$ cat config.mk
export PLATFORM = sky130hd
export DESIGN_NAME = add_queue
export DESIGN_NICKNAME = d
export VERILOG_FILES = /design/src/hw/rtl/add_pkg.sv /design/src/hw/rtl/add_queue.sv
export SDC_FILE = /design/constraint.sdc
export NUM_CORES = 1
export LEC_CHECK = 0
export BUFFER_PORTS_ARGS = -buffer_cell sky130_fd_sc_hd__buf_2
export CAP_MARGIN = 20
export CORE_MARGIN = 5
export CORE_UTILIZATION = 55
export CTS_CLUSTER_SIZE = 12
export DETAILED_ROUTE_END_ITERATION = 10
export PLACE_DENSITY = 0.82
export SETUP_SLACK_MARGIN = 0.5
export SLEW_MARGIN = 40
export SYNTH_ARGS = -nofsm -noshare
export SYNTH_HDL_FRONTEND = slang
export SYNTH_SLANG_ARGS = --single-unit
$ cat constraint.sdc
create_clock -name clock -period 3.3 [get_ports clock]
set_clock_uncertainty 0.15 [all_clocks]
set_input_delay 0.33 -clock clock [delete_from_list [all_inputs] [get_ports clock]]
set_output_delay 0.33 -clock clock [all_outputs]
set_load 0.005 [all_outputs]
$ cat src/hw/rtl/add_pkg.sv
// Shared widths, register indexes, types and the square-root step for the
// anchor distance difference block. Depends on nothing else.
package add_pkg;

   // Coordinate and fraction widths; the other widths but LEN_W follow from them.
   localparam int COORD_W    = 16;
   localparam int FRAC_BITS  = 8;
   localparam int LEN_W      = 26;
   localparam int SQ_W       = 2 * COORD_W;
   localparam int SUM_W      = SQ_W + 1;
   localparam int RAD_W      = SUM_W + 2 * FRAC_BITS;
   localparam int ROOT_W     = (RAD_W + 1) / 2;
   localparam int RAD_PAD_W  = 2 * ROOT_W;
   localparam int REM_W      = ROOT_W + 3;
   localparam int DELTA_W    = ROOT_W + 1;

   // Middle queue geometry.
   localparam int QUEUE_DEPTH = 4;
   localparam int QPTR_W      = $clog2(QUEUE_DEPTH);
   localparam int QCNT_W      = $clog2(QUEUE_DEPTH + 1);

   // Configuration register indexes.
   localparam int CSR_INDEX_W = 2;
   localparam logic [CSR_INDEX_W-1:0] CSR_ANCHOR_X = 2'd0;
   localparam logic [CSR_INDEX_W-1:0] CSR_ANCHOR_Y = 2'd1;

   typedef struct packed {
      logic [SUM_W-1:0] sum_origin;
      logic [SUM_W-1:0] sum_dest;
   } pair_type;

   typedef struct packed {
      logic full;
      logic empty;
   } q_status_type;

   typedef struct packed {
      logic [RAD_PAD_W-1:0] rad;
      logic [REM_W-1:0]     rem;
      logic [ROOT_W-1:0]    root;
   } sqrt_state_type;

   // Magnitude of the difference of two signed coordinates.
   function automatic logic [COORD_W-1:0] abs_diff(logic signed [COORD_W-1:0] a,
                                                   logic signed [COORD_W-1:0] b);
      logic signed [COORD_W:0] d;
      d = $signed({a[COORD_W-1], a}) - $signed({b[COORD_W-1], b});
      if (d < 0) begin
         d = -d;
      end
      return d[COORD_W-1:0];
   endfunction

   // One restoring step of the square root: brings down the next pair of
   // radicand bits and decides one root bit.
   function automatic sqrt_state_type sqrt_step(sqrt_state_type s);
      sqrt_state_type n;
      logic [REM_W-1:0] cand;
      logic [REM_W-1:0] trial;
      cand  = {s.rem[REM_W-3:0], s.rad[RAD_PAD_W-1 -: 2]};
      trial = REM_W'({s.root, 2'b01});
      n.rad = {s.rad[RAD_PAD_W-3:0], 2'b00};
      if (cand >= trial) begin
         n.rem  = cand - trial;
         n.root = {s.root[ROOT_W-2:0], 1'b1};
      end else begin
         n.rem  = cand;
         n.root = {s.root[ROOT_W-2:0], 1'b0};
      end
      return n;
   endfunction

endpackage

$ cat src/hw/rtl/add_queue.sv
// Short queue of squared distances between the front end and the root
// pipeline. Depends on add_pkg.
module add_queue
   import add_pkg::*;
(
   input  logic         clock,
   input  logic         reset,
   input  logic         push,
   input  pair_type     push_data,
   input  logic         pop,
   output pair_type     pop_data,
   output q_status_type status
);

   pair_type           slot_ff [QUEUE_DEPTH];
   logic [QPTR_W-1:0]  wr_ptr_ff;
   logic [QPTR_W-1:0]  rd_ptr_ff;
   logic [QCNT_W-1:0]  count_ff;
   logic [QCNT_W-1:0]  count_in;
   logic               do_push;
   logic               do_pop;

   assign status.full  = (count_ff == QCNT_W'(QUEUE_DEPTH));
   assign status.empty = (count_ff == '0);
   assign do_push      = push && !status.full;
   assign do_pop       = pop && !status.empty;
   assign pop_data     = slot_ff[rd_ptr_ff];

   always_comb begin
      count_in = count_ff;
      if (do_push && !do_pop) begin
         count_in = count_ff + 1'b1;
      end else if (do_pop && !do_push) begin
         count_in = count_ff - 1'b1;
      end
   end

   always_ff @(posedge clock) begin
      if (reset) begin
         wr_ptr_ff <= '0;
         rd_ptr_ff <= '0;
         count_ff  <= '0;
      end else begin
         count_ff <= count_in;
         if (do_push) begin
            wr_ptr_ff <= wr_ptr_ff + 1'b1;
         end
         if (do_pop) begin
            rd_ptr_ff <= rd_ptr_ff + 1'b1;
         end
      end
   end

   always_ff @(posedge clock) begin
      if (do_push) begin
         slot_ff[wr_ptr_ff] <= push_data;
      end
   end

   a_no_overflow: assert property (@(posedge clock) disable iff (reset)
      push |-> !status.full)
      else $error("queue written while full");

   a_count_bound: assert property (@(posedge clock) disable iff (reset)
      count_ff <= QCNT_W'(QUEUE_DEPTH))
      else $error("queue count beyond depth");

   a_count_track: assert property (@(posedge clock) disable iff (reset)
      (do_push && !do_pop) |=> count_ff == $past(count_ff) + 1'b1)
      else $error("queue count missed a write");

endmodule

=== Word level (Yosys, flattened, before mapping) ===
Memories as Yosys holds them, arrays and structs flattened. A register that Yosys moved wholly into a read port is not among the register bits.
Cells that the tools add are included.

* Add/subtract/negate cells: 4
* Equal/unequal tests: 1
* Mux-type cells: 6
* Reductions and logical operators: 10

{| class="wikitable"
|+ Operators with widths
! cell !! number
|-
| $mux W3 || 2
|-
| $add A2 B1 Y2 const B || 2
|-
| $logic_and A1 B1 Y1 || 4
|-
| $logic_not A1 Y1 || 4
|-
| $mux W2 || 2
|-
| $add A3 B1 Y3 const B || 1
|-
| $eq A3 B3 Y1 const B || 1
|-
| $logic_not A3 Y1 || 1
|-
| $sub A3 B1 Y3 const B || 1
|-
| $mux W1 || 2
|-
| $reduce_bool A2 Y1 || 1
|}

* Register bits: 7
* Bits in writable memories: 264
* Bits of input ports: 70
* Output and inout bits: 68
* Memories: 1

{| class="wikitable"
|+ Memory list
! memory !! depth !! width !! read ports !! clocked after memory_dff !! wr ports !! line !! RTL
|-
| slot_ff || 4 || 66 || 1 || 1 || 1 || add_queue.sv:15 || <nowiki>pair_type slot_ff [QUEUE_DEPTH];</nowiki>
|}

=== Longest topological paths before layout ===
* Depth after elaboration: 7
* Gate-level depth with buffers: 8
* Gate-level depth less buffers: 8

=== Least setup slack after synthesis ===
Ideal clock, no wire load.

* Path type: register to register
* From: register count_ff[0]
* To: memory slot_ff[2][0] (netlist bit) (enable)
* Setup time: 0.431 ns
* Arrival: 2.374 ns
* Data required time: 2.719 ns
* Setup slack: 0.345 ns
* Stages on the path, launching flop included: 4
* Path buffers: 0
* Clock period less this slack: 2.955 ns
* Cells stage by stage: dfxtp_1 -> nor3b_2 -> nor2_1 -> and2_1

{| class="wikitable"
|+ RTL lines
! element !! line !! RTL
|-
| start, declared || add_queue.sv:18 || <nowiki>logic [QCNT_W-1:0] count_ff;</nowiki>
|-
| start signal, assigned || add_queue.sv:44 || <nowiki>count_ff <= count_in;</nowiki>
|-
| end, declared || add_queue.sv:15 ||
|}

==> impl_metrics.yaml <==
route:
  dr.pass1.iters: 4
  vias: 4801
  wire_per_inst_microns: 21.8
  drt_wl_total_mm: 18.8
  routed_via_density: 5.58
  drt_iter0_drc: 221
  route.detailed.drc: 0
  ant_nets: 0
global_routing:
  grt_max_degree: 45
  antenna_found_initial: 0
  grt_pass1_wl_mm: 28.5
  first_global_vias: 5256
  grt_overflow: 0
  grtUsageTotal_pct: 17.9
hold_path:
  holdCritStartpoint: "pop"
  holdPathStages: 4
  min_path_type: "in2reg"
logic_synthesis:
  synth-seq-area-share_pct: 81.2
  syn_inst: 392
  synthesis.nets: 468
  synth_top_area_share_pct: 79.4
  synth_area_leader_cell: "edfxtp_1"
  ys.warnings.count: 0
  syn_area_sq_um: 9980
  synth-seq-cells: 273
  ys_types: 22
  syn_avg_cell_area_sq_um: 25.5
  synth_area_leaders: "edfxtp_1 (79%), mux4_2 (15%), dfxtp_1 (1.8%)"
cells_and_area:
  syn_to_final_growth_pct: 24.4
  final_layout_size_suffix_gt1_share_pct: 39.8
  stdcell_count: 860
  post-route-cell-area_sq_um: 12400
  antennaDiodeCount: 0
  fin_util_pct: 69.3
  final_nets: 699
floorplanning:
  die_area_sq_um: 20900
  start_util_pct: 55.8
  core_area_sq_um: 17900
  rows: 49
  ioPinCount: 138
  fp.dieW_microns: 145
  die-height_microns: 145
placed_design:
  post-dp-hpwl_mm: 11.1
  place_area_sq_um: 11000
  dp_worst_setup_slack_ns: 0.837
  gp_congestion: 0.708
  io_buffers: 137
  placed_cells: 755
cts:
  cts_root_buf: "clkbuf_16"
  cts_tree: "built"
  clockBufferDepth: 3
  clkLatencyLatePin_ns: 0.51
  cts_resized: 0
  path_clk_slew_ns: 0.06
  numCtsBuffers: 27
  htree_levels: 1
  cts.sinks: 273
sta:
  rsz0062_at_grt: "false"
  hold_viol_final: 0
  fmax_mhz: 393
  fin_tns_setup_ns: 0
  finalSetupViolCount: 0
  final.setup.worst_slack_ns: 0.757
  drv_slew: 0
  relSlewSlack_pct: 60.5
  worstMarginPinSlew_ns: 0.592
  fin_crit_sh_pct: 77.1
  period_minus_slack_ns: 2.54
setup_path:
  rrSetupSlack_ns: 0.77
  worstPathRequired_ns: 2.82
  regToRegEndpoint: "count_ff[2]"
  cp-end-kind: "primary output"
  regToRegStartpoint: "count_ff[0]"
  worstRegToRegCells: 8
  crit_type: "reg2out"
  worst_setup_path_start_kind: "flip-flop"
  cp_max_fo: 12
  crit_arrival_ns: 2.06
pwr:
  powerDensity_nw_per_um2: 714
  max-vdd-ir-drop_mv: 0.470
  cellLeakagePower_nw: 4.24
outcome:
  status: "finished clean"
flow_run:
  max-cap-violations: 0
[synth_stat cells]
master    count
o21ai_0       2
nor3b_2       1
ha_1          5
nand2b_1      2
fa_1          1
xor2_1        4
mux4_2       66
a21oi_1       2
buf_4         2
inv_1         4
nor3_1        1
mux2i_1       2
buf_6         5
o31ai_1       1
and2_1        4
buf_2         5
edfxtp_1    264
or3_1         2
nor2_1        6
dfxtp_1       9
clkbuf_1      3
o311ai_0      1
[worst max path at each step]
stage                 from  cells after the start  slack, ns            end
2_1_floorplan  count_ff[0]                      3       1.06  slot_ff[0][0]
4_1_cts          flip-flop                      3       0.52   pop_data[30]
3_3_place_gp   count_ff[0]                      8       0.98    count_ff[2]
5_1_grt          flip-flop                      3       0.60   pop_data[30]
6_report         flip-flop                      3       0.76   pop_data[30]
3_5_place_dp   count_ff[0]                      8       0.84    count_ff[2]
[state kept, by name, summed over array words and instances (netlist names), named ones only]
register,flops
count_ff,3
rd_ptr_ff,2
slot_ff,264
wr_ptr_ff,2
[report_power, final]
group | leakage, nW | switching [W] | internal [W]
combinational | 1.39 | 0.000878 | 0.00108
sequential | 2.49 | 0.000164 | 0.00417
clock | 0.348 | 0.00111 | 0.00146
total | 4.24 | 0.00216 | 0.00671
[layout make-up]
class | count | area [sq um]
Sequential cell | 273 | 8120
Fill cell | 1073 | 5490
Multi-Input combinational cell | 100 | 1760
Timing Repair Buffer | 217 | 1520
Clock buffer | 33 | 698
Tap cell | 229 | 287
Clock inverter | 4 | 16.3
Inverter | 4 | 15.0
[worst max-delay path, stage by stage, from the launching register on]
cell and delay, ns:
dfxtp_4 0.51, buf_4 0.33, mux4_2 0.56, buf_2 0.15
[metrics by stage]
step | total power (W) | hold WS, ns
2_1_floorplan | 0.00555 | 0.279
3_3_place_gp | 0.00623 | 0.344
3_5_place_dp | 0.00630 | 0.369
4_1_cts | 0.00893 | 0.0304
5_1_grt | 0.00928 | 0.0929
6_report | 0.00887 | 0.0795
[placed cells by master, fill, tap and decap left out, types with 5 or more instances in the layout]
| master | synthesis | layout |
|---|---|---|
| dfxtp_1 | 9 | 7 |
| clkbuf_16 | 0 | 28 |
| buf_4 | 2 | 8 |
| nor2_1 | 6 | 6 |
| clkbuf_1 | 3 | 6 |
| mux4_2 | 66 | 66 |
| edfxtp_1 | 264 | 264 |
| dlygate4sd3_1 | 0 | 67 |
| ha_1 | 5 | 5 |
| buf_2 | 5 | 137 |
[cell families after synthesis]
| family | synth area share, % |
|---|---|
| compound gates | 0.364 |
| xor+xnor | 0.351 |
| fa+ha+maj | 0.827 |
| buf+inv | 1.23 |
| flops | 81.2 |
| mux | 15.1 |
| simple gates | 0.902 |
[what timing repair did]
item                                   CTS  global route
setup buffers                            0             1
hold buffers                            67             0
endpoints found under the hold margin  272             0
setup endpoints to repair                0            16
[metal layers]
metal	global-route usage (%)	share of wire, %
met3	3.65	6.3
met5	0	0
met2	32.1	52
met4	4.07	2.2
met1	23.0	39
Note: power is estimated with default switching activity, not from simulation.
