<file path="src/hw/rtl/add_pkg.sv">
// Shared widths, register indexes, types and the square-root step for the
// anchor distance difference block. Depends on nothing else.
package add_pkg;

   // Coordinate and fraction widths; the other widths but LEN_W follow from them.
   localparam int COORD_W    = 16;
   localparam int FRAC_BITS  = 8;
   localparam int LEN_W      = 26;
   localparam int SQ_W       = 2 * COORD_W;
   localparam int SUM_W      = SQ_W + 1;
   localparam int RAD_W      = SUM_W + 2 * FRAC_BITS;
   localparam int ROOT_W     = (RAD_W + 1) / 2;
   localparam int RAD_PAD_W  = 2 * ROOT_W;
   localparam int REM_W      = ROOT_W + 3;
   localparam int DELTA_W    = ROOT_W + 1;

   // Middle queue geometry.
   localparam int QUEUE_DEPTH = 4;
   localparam int QPTR_W      = $clog2(QUEUE_DEPTH);
   localparam int QCNT_W      = $clog2(QUEUE_DEPTH + 1);

   // Configuration register indexes.
   localparam int CSR_INDEX_W = 2;
   localparam logic [CSR_INDEX_W-1:0] CSR_ANCHOR_X = 2'd0;
   localparam logic [CSR_INDEX_W-1:0] CSR_ANCHOR_Y = 2'd1;

   typedef struct packed {
      logic [SUM_W-1:0] sum_origin;
      logic [SUM_W-1:0] sum_dest;
   } pair_type;

   typedef struct packed {
      logic full;
      logic empty;
   } q_status_type;

   typedef struct packed {
      logic [RAD_PAD_W-1:0] rad;
      logic [REM_W-1:0]     rem;
      logic [ROOT_W-1:0]    root;
   } sqrt_state_type;

   // Magnitude of the difference of two signed coordinates.
   function automatic logic [COORD_W-1:0] abs_diff(logic signed [COORD_W-1:0] a,
                                                   logic signed [COORD_W-1:0] b);
      logic signed [COORD_W:0] d;
      d = $signed({a[COORD_W-1], a}) - $signed({b[COORD_W-1], b});
      if (d < 0) begin
         d = -d;
      end
      return d[COORD_W-1:0];
   endfunction

   // One restoring step of the square root: brings down the next pair of
   // radicand bits and decides one root bit.
   function automatic sqrt_state_type sqrt_step(sqrt_state_type s);
      sqrt_state_type n;
      logic [REM_W-1:0] cand;
      logic [REM_W-1:0] trial;
      cand  = {s.rem[REM_W-3:0], s.rad[RAD_PAD_W-1 -: 2]};
      trial = REM_W'({s.root, 2'b01});
      n.rad = {s.rad[RAD_PAD_W-3:0], 2'b00};
      if (cand >= trial) begin
         n.rem  = cand - trial;
         n.root = {s.root[ROOT_W-2:0], 1'b1};
      end else begin
         n.rem  = cand;
         n.root = {s.root[ROOT_W-2:0], 1'b0};
      end
      return n;
   endfunction

endpackage

</file>
<file path="src/hw/rtl/add_front.sv">
// Front end: anchor registers, input acceptance, coordinate differences and
// squares. Depends on add_pkg; feeds the middle queue (add_queue).
module add_front
   import add_pkg::*;
(
   input  logic                   clock,
   input  logic                   reset,
   input  logic                   csr_valid,
   output logic                   csr_ready,
   input  logic [CSR_INDEX_W-1:0] csr_index,
   input  logic [COORD_W-1:0]     csr_data,
   input  logic                   req_push,
   output logic                   req_full,
   input  logic [COORD_W-1:0]     req_origin_x,
   input  logic [COORD_W-1:0]     req_origin_y,
   input  logic [COORD_W-1:0]     req_dest_x,
   input  logic [COORD_W-1:0]     req_dest_y,
   input  q_status_type           q_status,
   output logic                   q_push,
   output pair_type               q_data
);

   logic [COORD_W-1:0] anchor_x_ff;
   logic [COORD_W-1:0] anchor_y_ff;

   logic               diff_valid_ff;
   logic [COORD_W-1:0] dox_ff, doy_ff, ddx_ff, ddy_ff;
   logic               sq_valid_ff;
   logic [SQ_W-1:0]    sox_ff, soy_ff, sdx_ff, sdy_ff;
   logic               advance;

   assign csr_ready = 1'b1;

   always_ff @(posedge clock) begin
      if (reset) begin
         anchor_x_ff <= '0;
         anchor_y_ff <= '0;
      end else if (csr_valid && csr_ready) begin
         case (csr_index)
            CSR_ANCHOR_X: anchor_x_ff <= csr_data;
            CSR_ANCHOR_Y: anchor_y_ff <= csr_data;
            default: ;
         endcase
      end
   end

   // The two stages move together; they hold only when the squares cannot
   // leave into the queue.
   assign advance  = !(sq_valid_ff && q_status.full);
   assign req_full = !advance;

   always_ff @(posedge clock) begin
      if (reset) begin
         diff_valid_ff <= 1'b0;
         sq_valid_ff   <= 1'b0;
      end else if (advance) begin
         diff_valid_ff <= req_push;
         sq_valid_ff   <= diff_valid_ff;
      end
   end

   always_ff @(posedge clock) begin
      if (advance) begin
         dox_ff <= abs_diff(req_origin_x, anchor_x_ff);
         doy_ff <= abs_diff(req_origin_y, anchor_y_ff);
         ddx_ff <= abs_diff(req_dest_x, anchor_x_ff);
         ddy_ff <= abs_diff(req_dest_y, anchor_y_ff);
         sox_ff <= SQ_W'(dox_ff) * SQ_W'(dox_ff);
         soy_ff <= SQ_W'(doy_ff) * SQ_W'(doy_ff);
         sdx_ff <= SQ_W'(ddx_ff) * SQ_W'(ddx_ff);
         sdy_ff <= SQ_W'(ddy_ff) * SQ_W'(ddy_ff);
      end
   end

   assign q_push            = sq_valid_ff && !q_status.full;
   assign q_data.sum_origin = SUM_W'(sox_ff) + SUM_W'(soy_ff);
   assign q_data.sum_dest   = SUM_W'(sdx_ff) + SUM_W'(sdy_ff);

endmodule

</file>
<file path="config.mk">
export PLATFORM = sky130hd
export DESIGN_NAME = add_front
export DESIGN_NICKNAME = d
export VERILOG_FILES = /design/src/hw/rtl/add_pkg.sv /design/src/hw/rtl/add_front.sv
export SDC_FILE = /design/constraint.sdc
export NUM_CORES = 2
export LEC_CHECK = 0
export BUFFER_PORTS_ARGS = -buffer_cell sky130_fd_sc_hd__buf_4
export CAP_MARGIN = 30
export CELL_PAD_IN_SITES_DETAIL_PLACEMENT = 1
export CELL_PAD_IN_SITES_GLOBAL_PLACEMENT = 2
export CORE_ASPECT_RATIO = 1.5
export CORE_MARGIN = 2
export CORE_UTILIZATION = 42
export DETAILED_ROUTE_END_ITERATION = 16
export GPL_TIMING_DRIVEN = 0
export PLACE_DENSITY_LB_ADDON = 0.3
export SLEW_MARGIN = 20
export SYNTH_ARGS = -nofsm -noshare
export SYNTH_HDL_FRONTEND = slang
export SYNTH_SLANG_ARGS = --single-unit
</file>
<file path="constraint.sdc">
create_clock -name clock -period 7.6 [get_ports clock]
set_input_delay 0.38 -clock clock [delete_from_list [all_inputs] [get_ports clock]]
set_output_delay 0.38 -clock clock [all_outputs]
set_load 0.01 [all_outputs]
</file>
**Word-level counts from Yosys, hierarchy flattened**

Index checks and enable logic that the tools add are counted.

- Word-level logic and storage cells: 41
- Flip-flop bits (word level): 226
- Output and inout bits: 69
- Input port bits: 88

- $lt $le $gt $ge: 4
- Eq/ne operators: 1
- Reduce and logical (&&, ||, !) cells: 6
- $add $sub $neg: 10
- Mux-type cells: 4
- $mul: 4

Operator list:

| kind | count |
|---|---|
| 16-bit by 16-bit multiplier with 32-bit output | 4 |
| 17-bit by 1-bit < comparator with 1-bit output (second input constant) | 4 |
| 16-bit by 16-bit subtractor with 17-bit output | 4 |
| 32-bit by 32-bit adder with 33-bit output | 2 |
| 16-bit 2-to-1 mux | 4 |
| 16-bit negator | 4 |
| 2-bit AND reduction | 2 |
| 2-bit by 1-bit equality test with 1-bit output (second input constant) | 1 |
| 1-bit logical AND | 2 |
| 2-bit logical NOT | 1 |
| 1-bit logical NOT | 1 |

**Logic depth before layout (Yosys ltp)**

- Depth in word-level cells: 3
- Mapped depth: 26
- Gate-level depth less buffers: 24

**Worst setup path after synthesis**

OpenSTA, ideal clock, no wires.

- Path type: register to register
- From: reg dox_ff[1]
- To: reg sox_ff[31], data pin
- Clock period less this slack: 6.461 ns
- Stages on the path, launching flop included: 24
- Data arrival time: 6.190 ns
- Slack: 1.139 ns
- Required time: 7.328 ns
- Buffers on the path: 2
- Library setup time: 0.272 ns
- Cells stage by stage: edfxtp_1 > clkbuf_1 > clkbuf_1 > nand2_1 > inv_1 > fa_1 > inv_1 > fa_1 > inv_1 > fa_1 > fa_1 > fa_1 > inv_1 > fa_1 > inv_1 > ha_1 > and3_1 > and3_1 > a211oi_1 > a21oi_1 > a2111oi_0 > nor3b_1 > o31ai_1 > o211ai_1

- Word-level cells in the longest chain between the ends: 1

Ends and longest elaborated chain:

| what | RTL line | RTL |
|---|---|---|
| start: declaration | add_front.sv:27 | `logic [COORD_W-1:0] dox_ff, doy_ff, ddx_ff, ddy_ff;` |
| start signal: assignment | add_front.sv:64 | `dox_ff <= abs_diff(req_origin_x, anchor_x_ff);` |
| 16-bit by 16-bit multiplier with 32-bit output | add_front.sv:68 | `sox_ff <= SQ_W'(dox_ff) * SQ_W'(dox_ff);` |
| end signal: assignment | add_front.sv:68 |  |
| end: declaration | add_front.sv:29 | `logic [SQ_W-1:0] sox_ff, soy_ff, sdx_ff, sdy_ff;` |

No other way between the ends.
A chain may end at the register's enable or synchronous reset.

**Final worst setup path**

- From: reg doy_ff[8]
- To: reg soy_ff[31], data pin

- Word-level cells in the longest chain between the ends: 1

Ends and longest elaborated chain:

| what | RTL line | RTL |
|---|---|---|
| start: declaration | add_front.sv:27 |  |
| start signal: assignment | add_front.sv:65 | `doy_ff <= abs_diff(req_origin_y, anchor_y_ff);` |
| 16-bit by 16-bit multiplier with 32-bit output | add_front.sv:69 | `soy_ff <= SQ_W'(doy_ff) * SQ_W'(doy_ff);` |
| end signal: assignment | add_front.sv:69 |  |
| end: declaration | add_front.sv:29 |  |

No other way between the ends.

==> flow_summary.yaml <==
logic_synthesis:
  synth.area.top_cells: "fa_1, ha_1, edfxtp_1"
  synth.avg_cell_area_um2: 9.16
  synthArstFlopShare_pct: 0
  synth-edff-count: 188
  yosys_warnings: 0
  synth_top_area_cell: "fa_1"
  seq_area_frac_synth_pct: 14.7
  syn_inst: 4689
  synth_nets: 5971
  ys.flop_type: "edfxtp_1"
  ys_types: 81
  ys_seq_elements: 222
  synth_area_um2: 43000
  yosys.area.top_type_share_pct: 30.4
layout:
  finalInstanceArea_um2: 46900
  layout_commonest_cell: "inv_1"
  post-route-util_pct: 46.3
  mostFrequentLayoutCells: "inv_1, fa_1, ha_1, nand2_1, nor2_1"
  fillCellCount: 11900
  drive_gt1_share_pct: 6.46
  fin_nets: 6167
  syn2layout_area_growth_pct: 9.29
routing:
  drc: 0
  drt_iter0_markers: 1058
  vias_per_cell: 5.23
  routed_wl_um: 127000
  wl_per_cell_um: 20.5
  detail-route-antenna-nets: 0
  firstDrtPassIters: 4
  vias: 32500
clocking:
  cts_root_buf: "clkbuf_16"
  numCtsBuffers: 26
  clk_pin_slew_ns: 0.07
  cts_buffer_depth: 3
  insertion_delay_ns: 0.60
  holdBufCountCts: 0
  cts.sinks: 222
  cts.htree.levels: 1
  cts_tree: "yes"
floorplanning:
  die_x_um: 265
  pin_count: 157
  dieArea_um2: 105000
  core-area_um2: 101000
  start_util_pct: 42.3
  chipHeight_um: 396
  rows: 143
sta:
  fmax_mhz: 137
  period_minus_slack_ns: 7.27
  hold_violations: 0
  slew_violations: 0
  setup_viol: 0
  fin_tns_setup_ns: 0
  tightest_slew_ns: 0.898
  fin_skew_ns: 0.0222
  slew_headroom_pct: 38.6
  fin_crit_sh_pct: 95.7
  rsz0062_at_grt: "false"
  fin_ws_ns: 0.325
grt:
  first_global_vias: 36600
  antenna_found_initial: 3
  grt_first_pass_wirelength_um: 200000
  grt.total_usage_pct: 24.8
  grt-ovfl-total: 0
  grt_max_degree: 57
placement:
  dp_hpwl_um: 112000
  place_area_um2: 45800
  portBuffers: 153
  gp_congestion: 0.908
  dp_slack_ns: -0.604
job:
  cap_violations: 0
setup_path:
  worst-path-max-fanout: 10
  startpoint_type: "register"
  rrSetupSlack_ns: 0.33
  required_ns: 7.89
  cp-end-kind: "register"
  arrival_ns: 7.56
  crit_type: "reg2reg"
min_path:
  hold_class: "in2reg"
outcome:
  status: "complete, no violations"
==> state kept, by name, indices dropped and copies added (netlist names) <==
name / count
ddy_ff: 16
anchor_x_ff: 16
anchor_y_ff: 16
ddx_ff: 16
sdx_ff: 31
diff_valid_ff: 1
sq_valid_ff: 1
sox_ff: 31
doy_ff: 16
dox_ff: 16
sdy_ff: 31
soy_ff: 31
==> layout make-up <==
| cell class | instances | area [um^2] | area share (%) |
|---|---|---|---|
| Tap cell | 1305 | 1630 | 3.48 |
| Inverter | 1096 | 4110 | 8.76 |
| Timing Repair Buffer | 173 | 1350 | 2.88 |
| Buffer | 101 | 437 | 0.930 |
| Clock inverter | 21 | 284 | 0.605 |
| Antenna cell | 1 | 2.50 | 0.00533 |
| Sequential cell | 222 | 6330 | 13.5 |
| Multi-Input combinational cell | 3265 | 32100 | 68.5 |
| Clock buffer | 27 | 654 | 1.39 |
==> path summary, 6_finish.rpt <==
kind,from,end,cells past startpoint
max,doy_ff[8]$_DFFE_PN_,soy_ff[31]$_DFFE_PN_,22
min,req_push,diff_valid_ff$_SDFFE_PP0N_,3
max reg2reg,doy_ff[8]$_DFFE_PN_,soy_ff[31]$_DFFE_PN_,22
min reg2reg,anchor_y_ff[1]$_SDFFE_PP0P_,anchor_y_ff[1]$_SDFFE_PP0P_,2
==> per-stage QoR <==
stage / hold slack [ns] / instances
after global placement: 0.442 / 6147
final: 0.0491 / 6211
after CTS: 0.0107 / 6199
after floorplan: 0.432 / 4689
after global routing: 0.0398 / 6210
after detailed placement: 0.449 / 6151
==> critical path: stages (launching register included) <==
cell and delay [ns]:
edfxtp_1 0.57, clkbuf_2 0.34, nand2_1 0.19, inv_1 0.07, fa_1 0.55, inv_1 0.06
fa_1 0.49, inv_1 0.06, fa_1 0.50, fa_1 0.51, fa_1 0.49, inv_1 0.05
fa_1 0.47, inv_1 0.04, ha_1 0.39, nand4_1 0.23, nor2_1 0.22, nand3_1 0.16
a311oi_2 0.51, nor3_1 0.20, o31ai_1 0.44, mux2i_1 0.23, nand4_1 0.19
==> kinds of logic (layout without fill, tap and decap cells) <==
family	Yosys count	in the layout	synth area share (%)
and+or+nand+nor	1104	1104	12.1
other	1	2	0.00873
AOI/OAI and AO/OA	677	677	10.5
DFF	222	222	14.7
buffers and inverters	1202	1418	10.6
muxes	14	14	0.358
xor gates and xnor gates	275	275	5.61
adders and majority gates	1194	1194	46.2
==> metal layers <==
metal | track usage [%] | part of all wire, % | up-vias | wire, um
li1 | - | - | 15300 | -
met1 | 26.3 | 37 | 16500 | 47000
met2 | 49.2 | 56 | 463 | 70700
met3 | 1.48 | 2.2 | 212 | 2770
met4 | 11.5 | 5.3 | 0 | 6800
met5 | 0 | 0 | - | 0
==> Yosys cell counts, drive strengths merged (21+ instances only) <==
master and number:
o21ai 104, fa 653, a21o 83, nor2b 51, nor2 223, xnor2 194
and2 161, dfxtp 34, edfxtp 188, o21a 51, clkbuf 101, a211oi 27
xor2 81, a31oi 23, nand2b 30, a21oi 194, and3 27, inv 1096
nand3 34, or2 21, o21bai 27, ha 541, nand2 442, nor3 52
==> timing repair <==
action / in CTS / in global routing
pin swaps: 0 / 1
gates resized for setup: 9 / 52
endpoints found under the hold margin: 0 / 0
cloned: 0 / 0
setup endpoints to repair: 5 / 17
buffers inserted: 0 / 15
Power is not shown: default switching activity piles up to over one toggle a cycle in this logic, so the estimate is an artifact.
